[config.mk]
export PLATFORM = sky130hd
export DESIGN_NAME = rgba_to_masked_pixel_packer_flat
export DESIGN_NICKNAME = d
export VERILOG_FILES = /design/src/rgbapk_pkg.sv /design/src/rgbapk_if.sv /design/src/rgbapk_place.sv /design/src/rgba_to_masked_pixel_packer.sv /design/src/flat_wrapper.sv
export SDC_FILE = /design/constraint.sdc
export NUM_CORES = 1
export LEC_CHECK = 0
export CAP_MARGIN = 20
export CELL_PAD_IN_SITES_DETAIL_PLACEMENT = 1
export CELL_PAD_IN_SITES_GLOBAL_PLACEMENT = 1
export CORE_ASPECT_RATIO = 2
export CORE_MARGIN = 1
export CORE_UTILIZATION = 48
export DETAILED_ROUTE_END_ITERATION = 6
export DONT_BUFFER_PORTS = 1
export PLACE_DENSITY_LB_ADDON = 0.05
export SETUP_SLACK_MARGIN = 0.2
export SYNTH_ARGS = -nofsm -noshare
export SYNTH_HDL_FRONTEND = slang
export SYNTH_SLANG_ARGS = --single-unit
[constraint.sdc]
create_clock -name clock -period 5.6 [get_ports clock]
set_clock_uncertainty 0.1 [all_clocks]
set_input_delay 0 -clock clock [delete_from_list [all_inputs] [get_ports clock]]
set_output_delay 0 -clock clock [all_outputs]
set_load 0.05 [all_outputs]
[src/rgbapk_pkg.sv]
// Shared types and constants for the RGBA to masked pixel packer.
`default_nettype none

package rgbapk_pkg;

   localparam int CHAN_BITS = 8;
   localparam int WORD_BITS = 32;
   localparam int CSR_INDEX_BITS = 3;
   localparam int BPP_BITS = 3;

   typedef logic [CHAN_BITS-1:0] chan_type;
   typedef logic [WORD_BITS-1:0] word_type;
   typedef logic [CSR_INDEX_BITS-1:0] csr_index_type;
   typedef logic [BPP_BITS-1:0] bpp_type;

   localparam csr_index_type REG_RED_MASK = 3'd0;
   localparam csr_index_type REG_GREEN_MASK = 3'd1;
   localparam csr_index_type REG_BLUE_MASK = 3'd2;
   localparam csr_index_type REG_ALPHA_MASK = 3'd3;
   localparam csr_index_type REG_BYTES_PER_PIXEL = 3'd4;

   localparam word_type RED_MASK_RESET = 32'h00FF_0000;
   localparam word_type GREEN_MASK_RESET = 32'h0000_FF00;
   localparam word_type BLUE_MASK_RESET = 32'h0000_00FF;
   localparam word_type ALPHA_MASK_RESET = 32'hFF00_0000;
   localparam bpp_type BYTES_PER_PIXEL_RESET = 3'd4;

   // Bits kept in the packed word for a given byte count; above four keeps all.
   function automatic word_type keep_mask(bpp_type nbytes);
      word_type keep;
      case (nbytes)
         3'd0: keep = '0;
         3'd1: keep = 32'h0000_00FF;
         3'd2: keep = 32'h0000_FFFF;
         3'd3: keep = 32'h00FF_FFFF;
         default: keep = '1;
      endcase
      return keep;
   endfunction

endpackage

`default_nettype wire

[src/rgbapk_if.sv]
// Valid/ready channel interfaces for source pixels and packed pixels.
`default_nettype none

interface rgbapk_req_if
   import rgbapk_pkg::*;
();
   logic valid;
   logic ready;
   chan_type red;
   chan_type green;
   chan_type blue;
   chan_type alpha;

   modport source (output valid, output red, output green, output blue, output alpha,
                   input ready);
   modport sink (input valid, input red, input green, input blue, input alpha,
                 output ready);
endinterface

interface rgbapk_rsp_if
   import rgbapk_pkg::*;
();
   logic valid;
   logic ready;
   word_type packed_pixel;

   modport source (output valid, output packed_pixel, input ready);
   modport sink (input valid, input packed_pixel, output ready);
endinterface

`default_nettype wire

[src/rgbapk_place.sv]
// Places one 8-bit channel into the lowest run of ones of its mask.
`default_nettype none

module rgbapk_place
   import rgbapk_pkg::*;
(
   input  word_type mask,
   input  chan_type value,
   output word_type placed
);

   word_type low;
   word_type sum;
   word_type run;
   logic [WORD_BITS:0] end_bit;
   logic [2:0] end_pos;
   chan_type rot;

   // Isolate the lowest run: adding the lowest set bit ripples through the run.
   assign low = mask & (~mask + 32'd1);
   assign sum = mask + low;
   assign run = mask & ~sum;
   assign end_bit = {run, 1'b0} & ~{1'b0, run};

   // Only the end position mod 8 matters: field bit j takes value[(j - end) mod 8].
   always_comb begin
      end_pos = '0;
      for (int k = 0; k <= WORD_BITS; k++) begin
         if (end_bit[k]) begin
            end_pos = end_pos | 3'(k);
         end
      end
   end

   always_comb begin
      for (int i = 0; i < CHAN_BITS; i++) begin
         rot[i] = value[3'(i) - end_pos];
      end
   end

   always_comb begin
      for (int j = 0; j < WORD_BITS; j++) begin
         placed[j] = run[j] & rot[3'(j)];
      end
   end

endmodule

`default_nettype wire

[src/rgba_to_masked_pixel_packer.sv]
// Top level: RGBA pixel in, mask-packed pixel word out.
//
//   channel | direction | payload                      | word accepted when
//   req     | in        | red, green, blue, alpha      | req.valid && req.ready
//   rsp     | out       | packed_pixel                 | rsp.valid && rsp.ready
//   csr     | in        | csr_index, csr_wdata         | csr_we
//
// One pixel per clock while rsp does not stall; an accepted word is loaded into the
// input register, then into the result register, and shows on rsp from there.
// Mask decode, rotate, OR and byte-count keep run as a single combinational pass
// between those two registers.
// Reset clears both stage valids and loads the default masks and byte count.
// A stall on rsp holds the result register and backs up into the input
// register; req.ready drops only when both are full.
`default_nettype none

module rgba_to_masked_pixel_packer
   import rgbapk_pkg::*;
(
   input  wire logic clock,
   input  wire logic reset,
   rgbapk_req_if.sink req_chan,
   rgbapk_rsp_if.source rsp_chan,
   input  wire logic csr_we,
   input  wire csr_index_type csr_index,
   input  wire word_type csr_wdata
);

   word_type red_mask_ff;
   word_type green_mask_ff;
   word_type blue_mask_ff;
   word_type alpha_mask_ff;
   bpp_type bpp_ff;

   logic in_valid_ff;
   chan_type red_ff;
   chan_type green_ff;
   chan_type blue_ff;
   chan_type alpha_ff;

   logic out_valid_ff;
   word_type pixel_ff;
   word_type pixel_in;

   logic out_advance;
   logic in_advance;

   word_type red_placed;
   word_type green_placed;
   word_type blue_placed;
   word_type alpha_placed;

   always_ff @(posedge clock) begin
      if (reset) begin
         red_mask_ff <= RED_MASK_RESET;
         green_mask_ff <= GREEN_MASK_RESET;
         blue_mask_ff <= BLUE_MASK_RESET;
         alpha_mask_ff <= ALPHA_MASK_RESET;
         bpp_ff <= BYTES_PER_PIXEL_RESET;
      end else if (csr_we) begin
         case (csr_index)
            REG_RED_MASK: red_mask_ff <= csr_wdata;
            REG_GREEN_MASK: green_mask_ff <= csr_wdata;
            REG_BLUE_MASK: blue_mask_ff <= csr_wdata;
            REG_ALPHA_MASK: alpha_mask_ff <= csr_wdata;
            REG_BYTES_PER_PIXEL: bpp_ff <= csr_wdata[BPP_BITS-1:0];
            default: ;
         endcase
      end
   end

   // Advance a stage when the one after it can take its word.
   assign out_advance = !out_valid_ff || rsp_chan.ready;
   assign in_advance = !in_valid_ff || out_advance;
   assign req_chan.ready = in_advance;

   always_ff @(posedge clock) begin
      if (reset) begin
         in_valid_ff <= 1'b0;
         out_valid_ff <= 1'b0;
      end else begin
         if (in_advance) begin
            in_valid_ff <= req_chan.valid;
         end
         if (out_advance) begin
            out_valid_ff <= in_valid_ff;
         end
      end
   end

   always_ff @(posedge clock) begin
      if (in_advance) begin
         red_ff <= req_chan.red;
         green_ff <= req_chan.green;
         blue_ff <= req_chan.blue;
         alpha_ff <= req_chan.alpha;
      end
      if (out_advance) begin
         pixel_ff <= pixel_in;
      end
   end

   rgbapk_place u_red (.mask(red_mask_ff), .value(red_ff), .placed(red_placed));
   rgbapk_place u_green (.mask(green_mask_ff), .value(green_ff), .placed(green_placed));
   rgbapk_place u_blue (.mask(blue_mask_ff), .value(blue_ff), .placed(blue_placed));
   rgbapk_place u_alpha (.mask(alpha_mask_ff), .value(alpha_ff), .placed(alpha_placed));

   assign pixel_in = (red_placed | green_placed | blue_placed | alpha_placed)
                     & keep_mask(bpp_ff);

   assign rsp_chan.valid = out_valid_ff;
   assign rsp_chan.packed_pixel = pixel_ff;

endmodule

`default_nettype wire
[src/flat_wrapper.sv]
// flat-port wrapper written by rule: the top's interface ports become plain ports
module rgba_to_masked_pixel_packer_flat import rgbapk_pkg::*;
  (clock, reset, csr_we, csr_index, csr_wdata, req_chan_valid, req_chan_red, req_chan_green, req_chan_blue, req_chan_alpha, req_chan_ready, rsp_chan_valid, rsp_chan_packed_pixel, rsp_chan_ready);
  rgbapk_req_if req_chan_i ();
  rgbapk_rsp_if rsp_chan_i ();
  input  wire logic clock;
  input  wire logic reset;
  input  wire logic csr_we;
  input  wire csr_index_type csr_index;
  input  wire word_type csr_wdata;
  input wire logic [$bits(req_chan_i.valid)-1:0] req_chan_valid;
  input wire logic [$bits(req_chan_i.red)-1:0] req_chan_red;
  input wire logic [$bits(req_chan_i.green)-1:0] req_chan_green;
  input wire logic [$bits(req_chan_i.blue)-1:0] req_chan_blue;
  input wire logic [$bits(req_chan_i.alpha)-1:0] req_chan_alpha;
  output wire logic [$bits(req_chan_i.ready)-1:0] req_chan_ready;
  output wire logic [$bits(rsp_chan_i.valid)-1:0] rsp_chan_valid;
  output wire logic [$bits(rsp_chan_i.packed_pixel)-1:0] rsp_chan_packed_pixel;
  input wire logic [$bits(rsp_chan_i.ready)-1:0] rsp_chan_ready;
  assign req_chan_i.valid = req_chan_valid;
  assign req_chan_i.red = req_chan_red;
  assign req_chan_i.green = req_chan_green;
  assign req_chan_i.blue = req_chan_blue;
  assign req_chan_i.alpha = req_chan_alpha;
  assign req_chan_ready = req_chan_i.ready;
  assign rsp_chan_valid = rsp_chan_i.valid;
  assign rsp_chan_packed_pixel = rsp_chan_i.packed_pixel;
  assign rsp_chan_i.ready = rsp_chan_ready;
  rgba_to_masked_pixel_packer u_core (.clock(clock), .reset(reset), .req_chan(req_chan_i), .rsp_chan(rsp_chan_i), .csr_we(csr_we), .csr_index(csr_index), .csr_wdata(csr_wdata));
endmodule
; ---- Word level (Yosys, flattened, before mapping)
; Cells that the tools add are included.
[classes]
add_sub_neg = 24
order_cmp = 16
n_eq_ne = 7
muxes = 174
bitwise = 92
n_reduce_logical = 19
[ops]
columns = operator, n
row1 = 2-to-1 mux 32 bit, 20
row2 = bitwise AND 32 bit, 13
row3 = NOT 32 bit, 12
row4 = 2-to-1 mux 3 bit, 69
row5 = adder 32 x 1 -> 32 bit (second input constant), 4
row6 = adder 32 bit, 4
row7 = one-hot mux 32 bit (4 select lines), 1
row8 = bitwise AND 1 bit, 64
row9 = < comparator 3 x 4 -> 1 bit (second input constant), 16
row10 = 2-to-1 mux 2 bit, 32
row11 = OR 32 x 28 -> 32 bit, 2
row12 = binary-select mux 1 bit (select 3 bit), 16
row13 = 2-to-1 mux 1 bit, 36
row14 = OR 28 bit, 1
row15 = subtractor 1 x 3 -> 3 bit (first input constant), 8
row16 = subtractor 2 x 3 -> 3 bit (first input constant), 8
row17 = nonzero test 2 bit, 8
row18 = == test 3 x 2 -> 1 bit (second input constant), 4
row19 = AND reduction 2 bit, 5
row20 = == test 3 x 1 -> 1 bit (second input constant), 2
row21 = zero test 3 bit, 2
row22 = == test 3 bit (second input constant), 1
row23 = zero test 1 bit, 2
row24 = logical OR 1 bit, 2
[word_totals]
regBits = 197

; ---- Depth between registers and ports, before layout
; Gate-level depths: netlist (run 1).
[logic_depth]
ltp_word = 44
depth_mapped = 18
ltp_nobuf = 16

; ---- Hierarchy
; A second synthesis (run 1) with hierarchy kept.
[unflattened]
hier_cells = 1955
hier_area_um2 = 16490.8
[modules_own_cells]
columns = module, n_inst, cells_per_inst, area_per_inst_um2, seq_area_each_um2
row1 = rgba_to_masked_pixel_packer, 1, 636, 7623.6, 4584.4
row2 = rgbapk_place (u_core.u_alpha ...), 3, 314, 2153.3, 0.0
row3 = rgbapk_place (u_core.u_red), 1, 377, 2407.3, 0.0

; ---- Least setup slack after synthesis (run 1)
; No wires, ideal clock.
[synth_path]
path_kind = flip-flop to flip-flop
startpoint = register u_core.alpha_mask_ff[3]
endpoint = register u_core.pixel_ff[18] (netlist: u_core.rsp_chan.packed_pixel[18]), data pin
setup_ns = 0.138
arrival_ns = 4.326
setup_slack_ns = 1.035
path_stages_with_launch = 18
n_path_buf = 2
period_less_slack_ns = 4.565
path_cell_list = dfxtp_1 -> buf_6 -> or4_4 -> or4_4 -> a21oi_2 -> a31oi_1 -> or3_1 -> o221a_1 -> or2_0 -> or4_1 -> buf_2 -> nor2_8 -> inv_1 -> ha_1 -> xor2_1 -> mux4_2 -> o221a_1 -> nor2_1
[synth_between]
elab_chain_cells = 40
[synth_rtl]
columns = element, line_no
row1 = from (decl), rgba_to_masked_pixel_packer.sv:32  ; word_type alpha_mask_ff;
row2 = from (signal assigned), rgba_to_masked_pixel_packer.sv:65  ; REG_ALPHA_MASK: alpha_mask_ff <= csr_wdata;
row3 = NOT 32 bit, rgbapk_place.sv:20  ; assign low = mask & (~mask + 32'd1);
row4 = adder 32 x 1 -> 32 bit, rgbapk_place.sv:20
row5 = bitwise AND 32 bit, rgbapk_place.sv:20
row6 = adder 32 bit, rgbapk_place.sv:21  ; assign sum = mask + low;
row7 = NOT 32 bit, rgbapk_place.sv:22  ; assign run = mask & ~sum;
row8 = bitwise AND 32 bit *, rgbapk_place.sv:22
row9 = NOT 32 bit, rgbapk_place.sv:23  ; assign end_bit = {run, 1'b0} & ~{1'b0, run};
row10 = bitwise AND 32 bit, rgbapk_place.sv:23
row11 = [22 not listed], -
row12 = 2-to-1 mux 3 bit (4 in a row), rgbapk_place.sv:29  ; if (end_bit[k]) begin
row13 = subtractor 2 x 3 -> 3 bit, rgbapk_place.sv:37  ; rot[i] = value[3'(i) - end_pos];
row14 = binary-select mux 1 bit (select 3 bit), rgbapk_place.sv:37
row15 = 2-to-1 mux 1 bit (implied by the code), rgbapk_place.sv:37
row16 = bitwise AND 1 bit *, rgbapk_place.sv:43  ; placed[j] = run[j] & rot[3'(j)];
row17 = OR 32 x 28 -> 32 bit *, rgba_to_masked_pixel_packer.sv:108  ; assign pixel_in = (red_placed | green_placed | blue_placed | alpha_placed)
row18 = bitwise AND 32 bit *, rgba_to_masked_pixel_packer.sv:109  ; & keep_mask(bpp_ff);
row19 = net u_core.pixel_in[18], rgba_to_masked_pixel_packer.sv:43  ; word_type pixel_in;
row20 = to (signal assigned), rgba_to_masked_pixel_packer.sv:99  ; pixel_ff <= pixel_in;
row21 = to (decl), rgba_to_masked_pixel_packer.sv:42  ; word_type pixel_ff;
; Mark *: on every way through the listed nets, which the timed path passes. The rest lies on a longest branch. The select of a mux whose other input is x is not followed.
; A chain may end at the register's enable or synchronous reset.

; ---- Final worst setup path (run 1)
[layout_path]
startpoint = register u_core.green_mask_ff[9]
endpoint = register u_core.pixel_ff[18] (netlist: u_core.rsp_chan.packed_pixel[18]), data pin
[layout_between]
elab_chain_cells = 37
[layout_rtl]
columns = element, line_no
row1 = from (decl), rgba_to_masked_pixel_packer.sv:30  ; word_type green_mask_ff;
row2 = from (signal assigned), rgba_to_masked_pixel_packer.sv:63  ; REG_GREEN_MASK: green_mask_ff <= csr_wdata;
row3 = NOT 32 bit, rgbapk_place.sv:20
row4 = adder 32 x 1 -> 32 bit, rgbapk_place.sv:20
row5 = bitwise AND 32 bit, rgbapk_place.sv:20
row6 = adder 32 bit, rgbapk_place.sv:21
row7 = NOT 32 bit, rgbapk_place.sv:22
row8 = bitwise AND 32 bit *, rgbapk_place.sv:22
row9 = NOT 32 bit, rgbapk_place.sv:23
row10 = bitwise AND 32 bit, rgbapk_place.sv:23
row11 = [21 not listed], -
row12 = subtractor 2 x 3 -> 3 bit, rgbapk_place.sv:37
row13 = binary-select mux 1 bit (select 3 bit), rgbapk_place.sv:37
row14 = 2-to-1 mux 1 bit (implied by the code), rgbapk_place.sv:37
row15 = bitwise AND 1 bit *, rgbapk_place.sv:43
row16 = OR 28 bit *, rgba_to_masked_pixel_packer.sv:108
row17 = OR 32 x 28 -> 32 bit * (2 in a row), rgba_to_masked_pixel_packer.sv:108
row18 = bitwise AND 32 bit *, rgba_to_masked_pixel_packer.sv:109
row19 = net u_core.pixel_in[18], rgba_to_masked_pixel_packer.sv:43
; Marks and branches as above.

==> run_results.csv, run 1 <==
group,metric,value,unit
power_and_ir_drop,power_density,283,mW/mm²
synthesis,synthDistinctLibCells,104,
sta,tns,0,ns
sta,hold_viol,0,
worst_setup_path,cp_cell_sequence,"and4_1 -> o21ai_0 -> a211oi_1 -> o311ai_0 -> a211oi_2 -> mux2i_1 -> nor4_4 -> nand4_1 -> inv_1 -> ha_1 -> mux4_2 -> mux2i_2 -> buf_4 -> o32a_1 -> o221a_1 -> nor2_1",
floorplan,initial_core_util,48.8,%
worst_setup_path,worstSetupStartpointType,"flop",
job,drv_cap,0,
worst_setup_path,required,5.71,ns
cells_and_area,area_growth,14.4,%
power_and_ir_drop,power_frac_comb,30.4,%
synthesis,synthFlopType,"dfxtp_1",
worst_setup_path,slowest_stage,"dfxtp_1",
power_and_ir_drop,power_switching,1690,µW
sta,finalCritPeriodShare,93.3,%
synthesis,netlist_area,0.0135,mm²
clock_tree,path_clk_slew,0.08,ns
floorplan,die_h,239,µm
power_and_ir_drop,total_power,4370,µW
floorplan,ioPinCount,106,
synthesis,synth_seq_cells,181,
floorplan,core_area,0.0277,mm²
cells_and_area,fin_nets,1929,
synthesis,yosysWarnings,0,
worst_setup_path,endpoint_kind,"flop",
sta,final_max_slew_viol_count,0,
worst_setup_path,crit_path_end,"u_core.rsp_chan.packed_pixel[18]",
place,place_ws,0.00453,ns
power_and_ir_drop,seq_power_share,39.6,%
power_and_ir_drop,intPower,2680,µW
synthesis,async_flop_share,0,%
grt,grtUsageTotal,43.2,%
worst_setup_path,crit_type,"reg2reg",
place,port_buffers,0,
place,hpwl,44800,µm
power_and_ir_drop,leakagePower,0.00565,µW
place,place_congestion,0.978,
sta,fmax,191,MHz
synthesis,synth.avg_cell_area,7.46,µm²
worst_setup_path,slowest_delay,0.73,ns
clock_tree,cts_made_buffers,17,
route,wire_per_inst,27.6,µm
grt,grt_pass1_vias,15205,
sta,final-setup-viol-count,0,
cells_and_area,final_common_cell,"nand2_1",
cells_and_area,utilization,55.9,%
route,drt-total-wl,61400,µm
route,drc,0,
worst_setup_path,crit_arrival,5.33,ns
sta,min_period,5.22,ns
route,num_vias,14970,
status,status,"complete, no violations",
clock_tree,cts-root-buf,"clkbuf_16",
synthesis,ys_seq_area_share,30.4,%
cells_and_area,drive_gt1_share,8.75,%
worst_setup_path,startpoint,"u_core.green_mask_ff[9]",
min_path,hold_path_class,"in2reg",
grt,grt_max_degree,119,
floorplan,num_rows,86,
floorplan,die_width,121,µm
route,first_pass_iters,5,
power_and_ir_drop,p_clk_share,29.9,%
grt,antenna_found_initial,7,
grt,grt_pass1_wl,91600,µm
clock_tree,cts_tree,"done",
route,ant_nets,0,
route,drt_iter0_drc,1392,
route,vias_per_cell,6.74,
sta,setup_ws,0.377,ns
worst_setup_path,r2r_setup_slack,0.38,ns
sta,rsz0062_at_grt,"no",
grt,grt-ovfl-total,0,
worst_setup_path,r2r_end,"u_core.rsp_chan.packed_pixel[18]",
sta,tightestPinTransition,1.15,ns
power_and_ir_drop,vdd_ir_drop_max,0.000261,V
sta,relSlewSlack,23.3,%
worst_setup_path,crit_fanout,12,
clock_tree,clk_latency,0.47,ns
cells_and_area,mostFrequentLayoutCells,"364 x nand2_1, 160 x a21oi_1, 133 x dfxtp_1, 115 x nor2_1, 91 x dlygate4sd3_1",
worst_setup_path,rr_startpoint,"u_core.green_mask_ff[9]",
clock_tree,htreeDepth,4,
synthesis,synth_cells,1811,
synthesis,synth_edf_count,48,
floorplan,die_area,0.0288,mm²
power_and_ir_drop,p_sw_share,38.7,%
clock_tree,clkSinkCount,181,
clock_tree,clockBufferDepth,2,
worst_setup_path,rr_worst_depth,16,
## kinds of logic (layout without fill, tap and decap cells)
kind of cell	count (synthesis)	in the layout	share of synthesized area, %
compound gates	489	489	24.8
xor+xnor	8	8	0.519
fa+ha+maj	8	8	0.741
buf+inv	197	233	6.16
flops	181	181	30.4
mux	54	54	5.01
other cells	1	24	0.0278
simple gates	873	873	32.4
## synth_stat cells (10+ instances only)
cell type	n	area share (%)
a21oi_1	160	5.9
o2111ai_1	11	0.71
nor3_1	45	1.7
a211oi_1	17	0.95
nand4_1	25	1.2
o31ai_1	14	0.78
edfxtp_1	48	11
nor2b_1	19	0.88
or4_1	10	0.56
and4_1	16	1.0
mux4_2	10	1.7
or2_2	20	0.93
o21ai_0	62	2.3
nor4_1	30	1.4
nand2_1	365	10
or3_1	18	0.83
a31oi_1	17	0.79
nor2_1	118	3.3
o21a_1	14	0.78
a211o_1	13	0.84
buf_4	16	0.89
o211ai_1	23	1.3
o22ai_1	17	0.79
nand2b_1	28	1.3
inv_1	62	1.7
and2_1	32	1.5
dfxtp_1	133	20
and3_1	19	0.88
nand3b_1	17	0.95
mux2i_1	35	2.6
nand3_1	65	2.4
clkbuf_1	108	3.0
## worst min path at each step
stage	start	end	slack, ns	cells after the start
2_1_floorplan	req_chan_alpha[0]	u_core.alpha_ff[0]	-0.001	0
3_3_place_gp	reset	u_core.blue_mask_ff[31]	-0.02	1
3_5_place_dp	reset	u_core.blue_mask_ff[28]	-0.02	1
4_1_cts	req_chan_green[2]	u_core.green_ff[2]	0.05	1
5_1_grt	csr_we	u_core.bpp_ff[2]	0.05	3
6_report	req_chan_green[4]	u_core.green_ff[4]	0.06	1
## state kept, by name, indices dropped and copies added (netlist names)
name / flops
u_core.alpha_ff: 8
u_core.alpha_mask_ff: 32
u_core.green_mask_ff: 32
u_core.bpp_ff: 3
u_core.in_valid_ff: 1
u_core.blue_mask_ff: 32
u_core.red_mask_ff: 32
u_core.red_ff: 8
u_core.blue_ff: 8
u_core.green_ff: 8
u_core.rsp_chan.packed_pixel: 16
u_core.rsp_chan.valid: 1
## through the flow
step           hold WS (ns)  cell area [µm²]  std cells
2_1_floorplan      -0.00113            13600       1826
6_report             0.0584            15500       2222
4_1_cts              0.0474            15300       2208
5_1_grt              0.0529            15500       2222
3_5_place_dp        -0.0194            13700       2084
3_3_place_gp        -0.0218            13700       2084
## worst max-delay path, delay by kind of cell (launching register included)
kind | cells | cell delay [ns]
flops | 1 | 0.73
compound gates | 6 | 1.64
mux | 3 | 0.81
fa+ha+maj | 1 | 0.31
simple gates | 4 | 1.00
buf+inv | 2 | 0.38
## final cells by class
type,instances,area [µm²]
Inverter,62,233
Multi-Input combinational cell,1448,8710
Clock buffer,20,479
Tap cell,352,440
Clock inverter,12,149
Fill cell,3441,12200
Sequential cell,181,4100
Antenna cell,8,20.0
Timing Repair Buffer,139,1320
## routing by layer
metal | wire, µm | global-route usage (%) | vias to the layer above | share of wire [%]
li1 | - | - | 6695 | -
met1 | 21500 | 43.0 | 7393 | 35
met2 | 30900 | 75.8 | 619 | 50
met3 | 3170 | 8.48 | 263 | 5.2
met4 | 5890 | 36.8 | 0 | 9.6
met5 | 0 | 0 | - | 0
## timing repair
action / in CTS / in global routing
cloned: 0 / 0
hold endpoints to repair: 165 / 0
buffers inserted: 0 / 3
hold buffers: 92 / 0
resized for setup: 1 / 11
setup endpoints to repair: 9 / 9
pin swaps: 0 / 1
## power by group through the flow
stage / Combinational (µW) / Sequential [µW] / Clock, µW
2_1_floorplan: 865 / 1690 / 0
3_3_place_gp: 1130 / 1750 / 0
3_5_place_dp: 1160 / 1750 / 0
4_1_cts: 1280 / 1730 / 1320
5_1_grt: 1390 / 1740 / 1360
6_report: 1330 / 1730 / 1310
Power figures use the tool's default switching activity.
==> run 2, diff against run 1 <==
- CORE_ASPECT_RATIO: 2 -> not set
==> run_results.csv, run 2 (synthesized netlist as in run 1, its figures left out) <==
group,metric,value,unit
worst_setup_path,r2r_setup_slack,0.27,ns
route,num_vias,14605,
clock_tree,clockBufferDepth,2,
route,drt-total-wl,56000,µm
worst_setup_path,crit_type,"reg2reg",
place,dpl.cell_count,2098,
sta,whs,0.0622,ns
place,hpwl,40600,µm
floorplan,core_area,0.0277,mm²
clock_tree,cts-root-buf,"clkbuf_16",
power_and_ir_drop,power_density,279,mW/mm²
worst_setup_path,crit_fanout,13,
cells_and_area,stdcell_count,2218,
route,wire_per_inst,25.2,µm
job,drv_cap,0,
power_and_ir_drop,power_frac_comb,30.4,%
power_and_ir_drop,intPower,2560,µW
sta,fmax,188,MHz
power_and_ir_drop,seq_power_share,41.1,%
power_and_ir_drop,p_sw_share,39.6,%
clock_tree,cts_made_buffers,17,
grt,grtUsageTotal,38.7,%
clock_tree,path_clk_slew,0.08,ns
grt,antenna_found_initial,3,
sta,finalCritPeriodShare,95.1,%
cells_and_area,mostFrequentLayoutCells,"364 x nand2_1, 160 x a21oi_1, 132 x dfxtp_1, 115 x nor2_1, 82 x dlygate4sd3_1",
place,place_congestion,0.987,
grt,grt_pass1_wl,84300,µm
cells_and_area,fin_nets,1903,
route,first_pass_iters,5,
sta,final_max_slew_viol_count,0,
power_and_ir_drop,vdd_ir_drop_max,0.000263,V
route,vias_per_cell,6.58,
status,status,"complete, no violations",
worst_setup_path,endpoint_kind,"flop",
route,ant_nets,0,
clock_tree,htreeDepth,4,
worst_setup_path,crit_arrival,5.42,ns
grt,grt-ovfl-total,0,
power_and_ir_drop,p_clk_share,28.5,%
clock_tree,cts_tree,"done",
sta,relSlewSlack,28.6,%
floorplan,die_width,170,µm
place,port_buffers,0,
route,drt_iter0_drc,1627,
min_path,hold_path_class,"in2reg",
sta,tightestPinTransition,1.07,ns
power_and_ir_drop,power_switching,1680,µW
worst_setup_path,required,5.69,ns
cells_and_area,fillers,3487,
sta,final-setup-viol-count,0,
cells_and_area,area_growth,12.2,%
clock_tree,clk_latency,0.45,ns
clock_tree,clkSinkCount,181,
grt,grt_pass1_vias,14164,
cells_and_area,final_common_cell,"nand2_1",
floorplan,ioPinCount,106,
route,drc,0,
floorplan,die_area,0.0288,mm²
clock_tree,cts_setup_buffers,0,
floorplan,num_rows,61,
sta,hold_viol,0,
power_and_ir_drop,leakagePower,0.00544,µW
floorplan,die_h,170,µm
worst_setup_path,worstSetupStartpointType,"flop",
sta,tns,0,ns
cells_and_area,drive_gt1_share,7.90,%
grt,grt_max_degree,120,
floorplan,initial_core_util,48.7,%
sta,rsz0062_at_grt,"yes",
sta,min_period,5.33,ns
-- run 2: cell types whose count changed in the layout (fill, tap and decap cells not counted), moves of 2 or more --
| cell | change |
|---|---|
| buf_4 | -15 |
| clkbuf_16 | -2 |
| clkinv_4 | -2 |
| diode_2 | -4 |
| dlygate4sd3_1 | -9 |
-- run 2: final cells by class --
| cell class | count | area, µm² | area share (%) |
|---|---|---|---|
| timing repair buffer | 113 | 1090 | 7.17 |
| inverter | 62 | 233 | 1.54 |
| antenna | 4 | 10.0 | 0.0661 |
| sequential | 181 | 4110 | 27.1 |
| clock inverter | 14 | 128 | 0.842 |
| clock buffer | 18 | 429 | 2.83 |
| tap | 378 | 473 | 3.12 |
| multi-input combinational | 1448 | 8680 | 57.3 |
-- run 2: per-layer routing --
| metal | vias up | part of all wire, % | track usage [%] |
|---|---|---|---|
| li1 | 6650 | - | - |
| met1 | 7231 | 42 | 50.6 |
| met2 | 594 | 46 | 61.0 |
| met3 | 130 | 7.7 | 7.84 |
| met4 | 0 | 4.6 | 18.3 |
| met5 | - | 0 | 0 |
-- run 2: what timing repair did --
action	4_1_cts	5_1_grt
endpoints found under the setup margin	0	12
hold endpoints to repair	165	0
hold buffers	83	0
resized for setup	0	10
-- run 2: worst paths after layout --
| kind | start | endpoint | depth (start not counted) |
|---|---|---|---|
| worst min-delay path | req_chan_red[3] | u_core.red_ff[3] | 1 |
| worst max register to register | u_core.green_mask_ff[6] | u_core.rsp_chan.packed_pixel[18] | 16 |
| worst max-delay path | u_core.green_mask_ff[6] | u_core.rsp_chan.packed_pixel[18] | 16 |
| worst min register to register | u_core.green_mask_ff[30] | u_core.green_mask_ff[30] | 2 |
-- run 2: stage by stage --
stage          setup slack [ns]  cell area (µm²)  total power, µW  utilization, %
2_1_floorplan              1.04            13600             2550               -
3_3_place_gp              0.535            13700             2880            49.3
3_5_place_dp              0.379            13700             2900            49.3
4_1_cts                   0.351            15100             4190            54.4
5_1_grt                   0.104            15100             4360            54.7
6_report                  0.274            15100             4230            54.7
-- run 2: worst max-delay path: stages, from the launching register on --
cell and delay [ns]:
dfxtp_1 0.46, or4_1 0.66, nor3_1 0.57, nand2_1 0.16, o32a_1 0.21, a211oi_2 0.28, mux2i_1 0.17, nor4_4 0.37
nand4_1 0.24, inv_1 0.17, ha_1 0.30, mux4_2 0.30, mux2i_1 0.28, buf_4 0.21, o32a_1 0.31, o221a_1 0.23
nor2_1 0.05
-- run 2: power by group through the flow --
| stage | sequential, µW | combinational [µW] | clock [µW] |
|---|---|---|---|
| floorplan | 1690 | 865 | 0 |
| global placement | 1760 | 1120 | 0 |
| detailed placement | 1750 | 1150 | 0 |
| CTS | 1730 | 1240 | 1220 |
| global route | 1750 | 1350 | 1260 |
| finish | 1740 | 1290 | 1210 |
==> run 3, diff against run 2 <==
- clock period: 5.6 -> 5.5 ns (I/O delays scaled with it)
==> run_results.csv, run 3 (synthesized netlist as in run 1, its figures left out) <==
group,metric,value,unit
status,status,"complete, no violations",
floorplan,core_area,0.0277,mm²
sta,final_max_slew_viol_count,0,
route,wire_per_inst,25.3,µm
worst_setup_path,crit_buf_inv,0,
route,drc,0,
worst_setup_path,crit_family,"simple AND/OR/NAND/NOR gates",
worst_setup_path,crit_type,"reg2reg",
grt,grt-ovfl-total,0,
worst_setup_path,required,5.60,ns
clock_tree,clkSinkCount,181,
cells_and_area,multi_input_area,0.00874,mm²
cells_and_area,drive_gt1_share,9.18,%
cells_and_area,register_area,0.00411,mm²
power_and_ir_drop,power_switching,1750,µW
clock_tree,clockBufferDepth,2,
cells_and_area,area_growth,14.1,%
sta,finalCritPeriodShare,91.8,%
clock_tree,cts_tree,"done",
floorplan,die_area,0.0288,mm²
sta,tightestPinTransition,1.13,ns
route,drt-total-wl,56500,µm
route,num_vias,14732,
power_and_ir_drop,leakagePower,0.00556,µW
cells_and_area,fin_nets,1919,
min_path,hold_path_class,"in2reg",
grt,grt_pass1_vias,14137,
sta,min_period,5.05,ns
worst_setup_path,slowest_stage,"nand4b_1",
power_and_ir_drop,intPower,2700,µW
route,vias_per_cell,6.60,
place,port_buffers,0,
worst_setup_path,cp_cell_sequence,"nor4_4 -> a21oi_1 -> nor4_2 -> a32oi_1 -> nor3_1 -> o21ai_0 -> and2_1 -> a311o_1 -> nand4b_1 -> mux2_2 -> o22a_1 -> and3b_1 -> o41a_1",
sta,relSlewSlack,24.7,%
clock_tree,htreeDepth,4,
power_and_ir_drop,seq_power_share,39.7,%
cells_and_area,final_common_cell,"nand2_1",
clock_tree,clk_latency,0.46,ns
sta,tns,0,ns
sta,final-setup-viol-count,0,
grt,antenna_found_initial,3,
floorplan,initial_core_util,48.7,%
place,place_congestion,0.983,
worst_setup_path,crit_fanout,9,
power_and_ir_drop,p_sw_share,39.4,%
grt,grt_pass1_wl,84900,µm
route,drt_iter0_drc,1702,
floorplan,die_h,170,µm
cells_and_area,fillers,3444,
route,first_pass_iters,5,
sta,fmax,198,MHz
clock_tree,cts-root-buf,"clkbuf_16",
floorplan,die_width,170,µm
sta,rsz0062_at_grt,"no",
worst_setup_path,crit_arrival,5.15,ns
grt,grt_max_degree,120,
worst_setup_path,slowest_delay,0.53,ns
power_and_ir_drop,power_density,289,mW/mm²
clock_tree,cts_made_buffers,17,
power_and_ir_drop,vdd_ir_drop_max,0.000456,V
floorplan,num_rows,61,
route,ant_nets,0,
job,drv_cap,0,
place,hpwl,40100,µm
cells_and_area,mostFrequentLayoutCells,"364 x nand2_1, 160 x a21oi_1, 131 x dfxtp_1, 112 x nor2_1, 87 x dlygate4sd3_1",
sta,whs,0.0514,ns
floorplan,ioPinCount,106,
grt,grtUsageTotal,38.9,%
worst_setup_path,endpoint_kind,"flop",
power_and_ir_drop,power_frac_comb,30.2,%
clock_tree,path_clk_slew,0.08,ns
worst_setup_path,worstSetupStartpointType,"flop",
power_and_ir_drop,p_clk_share,30.0,%
sta,hold_viol,0,
run 3: cell types whose count changed in the layout (fill, tap and decap cells not counted), sizes merged:
cell / previous run / this run
bufinv: 0 / 1
clkinvlp: 1 / 0
diode: 4 / 3
inv: 72 / 69
buf: 31 / 42
clkbuf: 18 / 17
dlygate4sd3: 82 / 87
clkinv: 3 / 7
run 3: worst reg2reg max path: stages, from the launching register on:
cell      delay (ns)
dfxtp_1         0.41
nor4_4          0.52
a21oi_1         0.21
nor4_2          0.42
a32oi_1         0.18
nor3_1          0.22
o21ai_0         0.24
and2_1          0.26
a311o_1         0.32
nand4b_1        0.53
mux2_2          0.48
o22a_1          0.28
and3b_1         0.25
o41a_1          0.38
run 3: worst paths after layout:
kind	start	endpoint	slack, ns	cells after the start
max reg2reg	u_core.red_mask_ff[1]	u_core.rsp_chan.packed_pixel[25]	0.45	13
min reg2reg	u_core.blue_mask_ff[31]	u_core.blue_mask_ff[31]	0.36	2
max	u_core.red_mask_ff[1]	u_core.rsp_chan.packed_pixel[25]	0.45	13
min	csr_we	u_core.bpp_ff[2]	0.05	3
run 3: through the flow:
stage                     total power (µW)  cells  area (µm²)  setup slack [ns]  utilization, %
after floorplan                       2600   1826       13600             0.935               -
after CTS                             4380   2223       15200             0.270            55.0
after global placement                2940   2103       13700             0.405            49.5
after detailed placement              2960   2103       13700             0.282            49.5
after global routing                  4580   2233       15400             0.209            55.6
final                                 4450   2233       15400             0.450            55.6
run 3: power groups by stage:
stage | combinational, µW | sequential [µW] | clock (µW)
floorplan | 881 | 1720 | 0
global placement | 1160 | 1790 | 0
detailed placement | 1180 | 1780 | 0
CTS | 1290 | 1760 | 1340
global route | 1420 | 1780 | 1380
finish | 1350 | 1770 | 1340
run 3: layout make-up:
type	count	area share (%)
Timing Repair Buffer	129	7.96
Sequential cell	181	26.6
Tap cell	378	3.07
Clock buffer	17	2.76
Antenna cell	3	0.0487
Inverter	62	1.51
Clock inverter	15	1.32
Multi-Input combinational cell	1448	56.7
run 3: repair_timing:
| item | 4_1_cts | 5_1_grt |
|---|---|---|
| hold buffers | 88 | 0 |
| hold endpoints to repair | 165 | 0 |
| setup endpoints to repair | 0 | 14 |
| setup buffers | 0 | 6 |
| gates resized for setup | 0 | 22 |
run 3: layer usage:
layer | vias up | routed length [µm] | track usage, %
li1 | 6676 | - | -
met1 | 7274 | 24000 | 51.9
met2 | 674 | 26100 | 62.5
met3 | 108 | 4390 | 6.67
met4 | 0 | 2070 | 15.2
met5 | - | 0 | 0
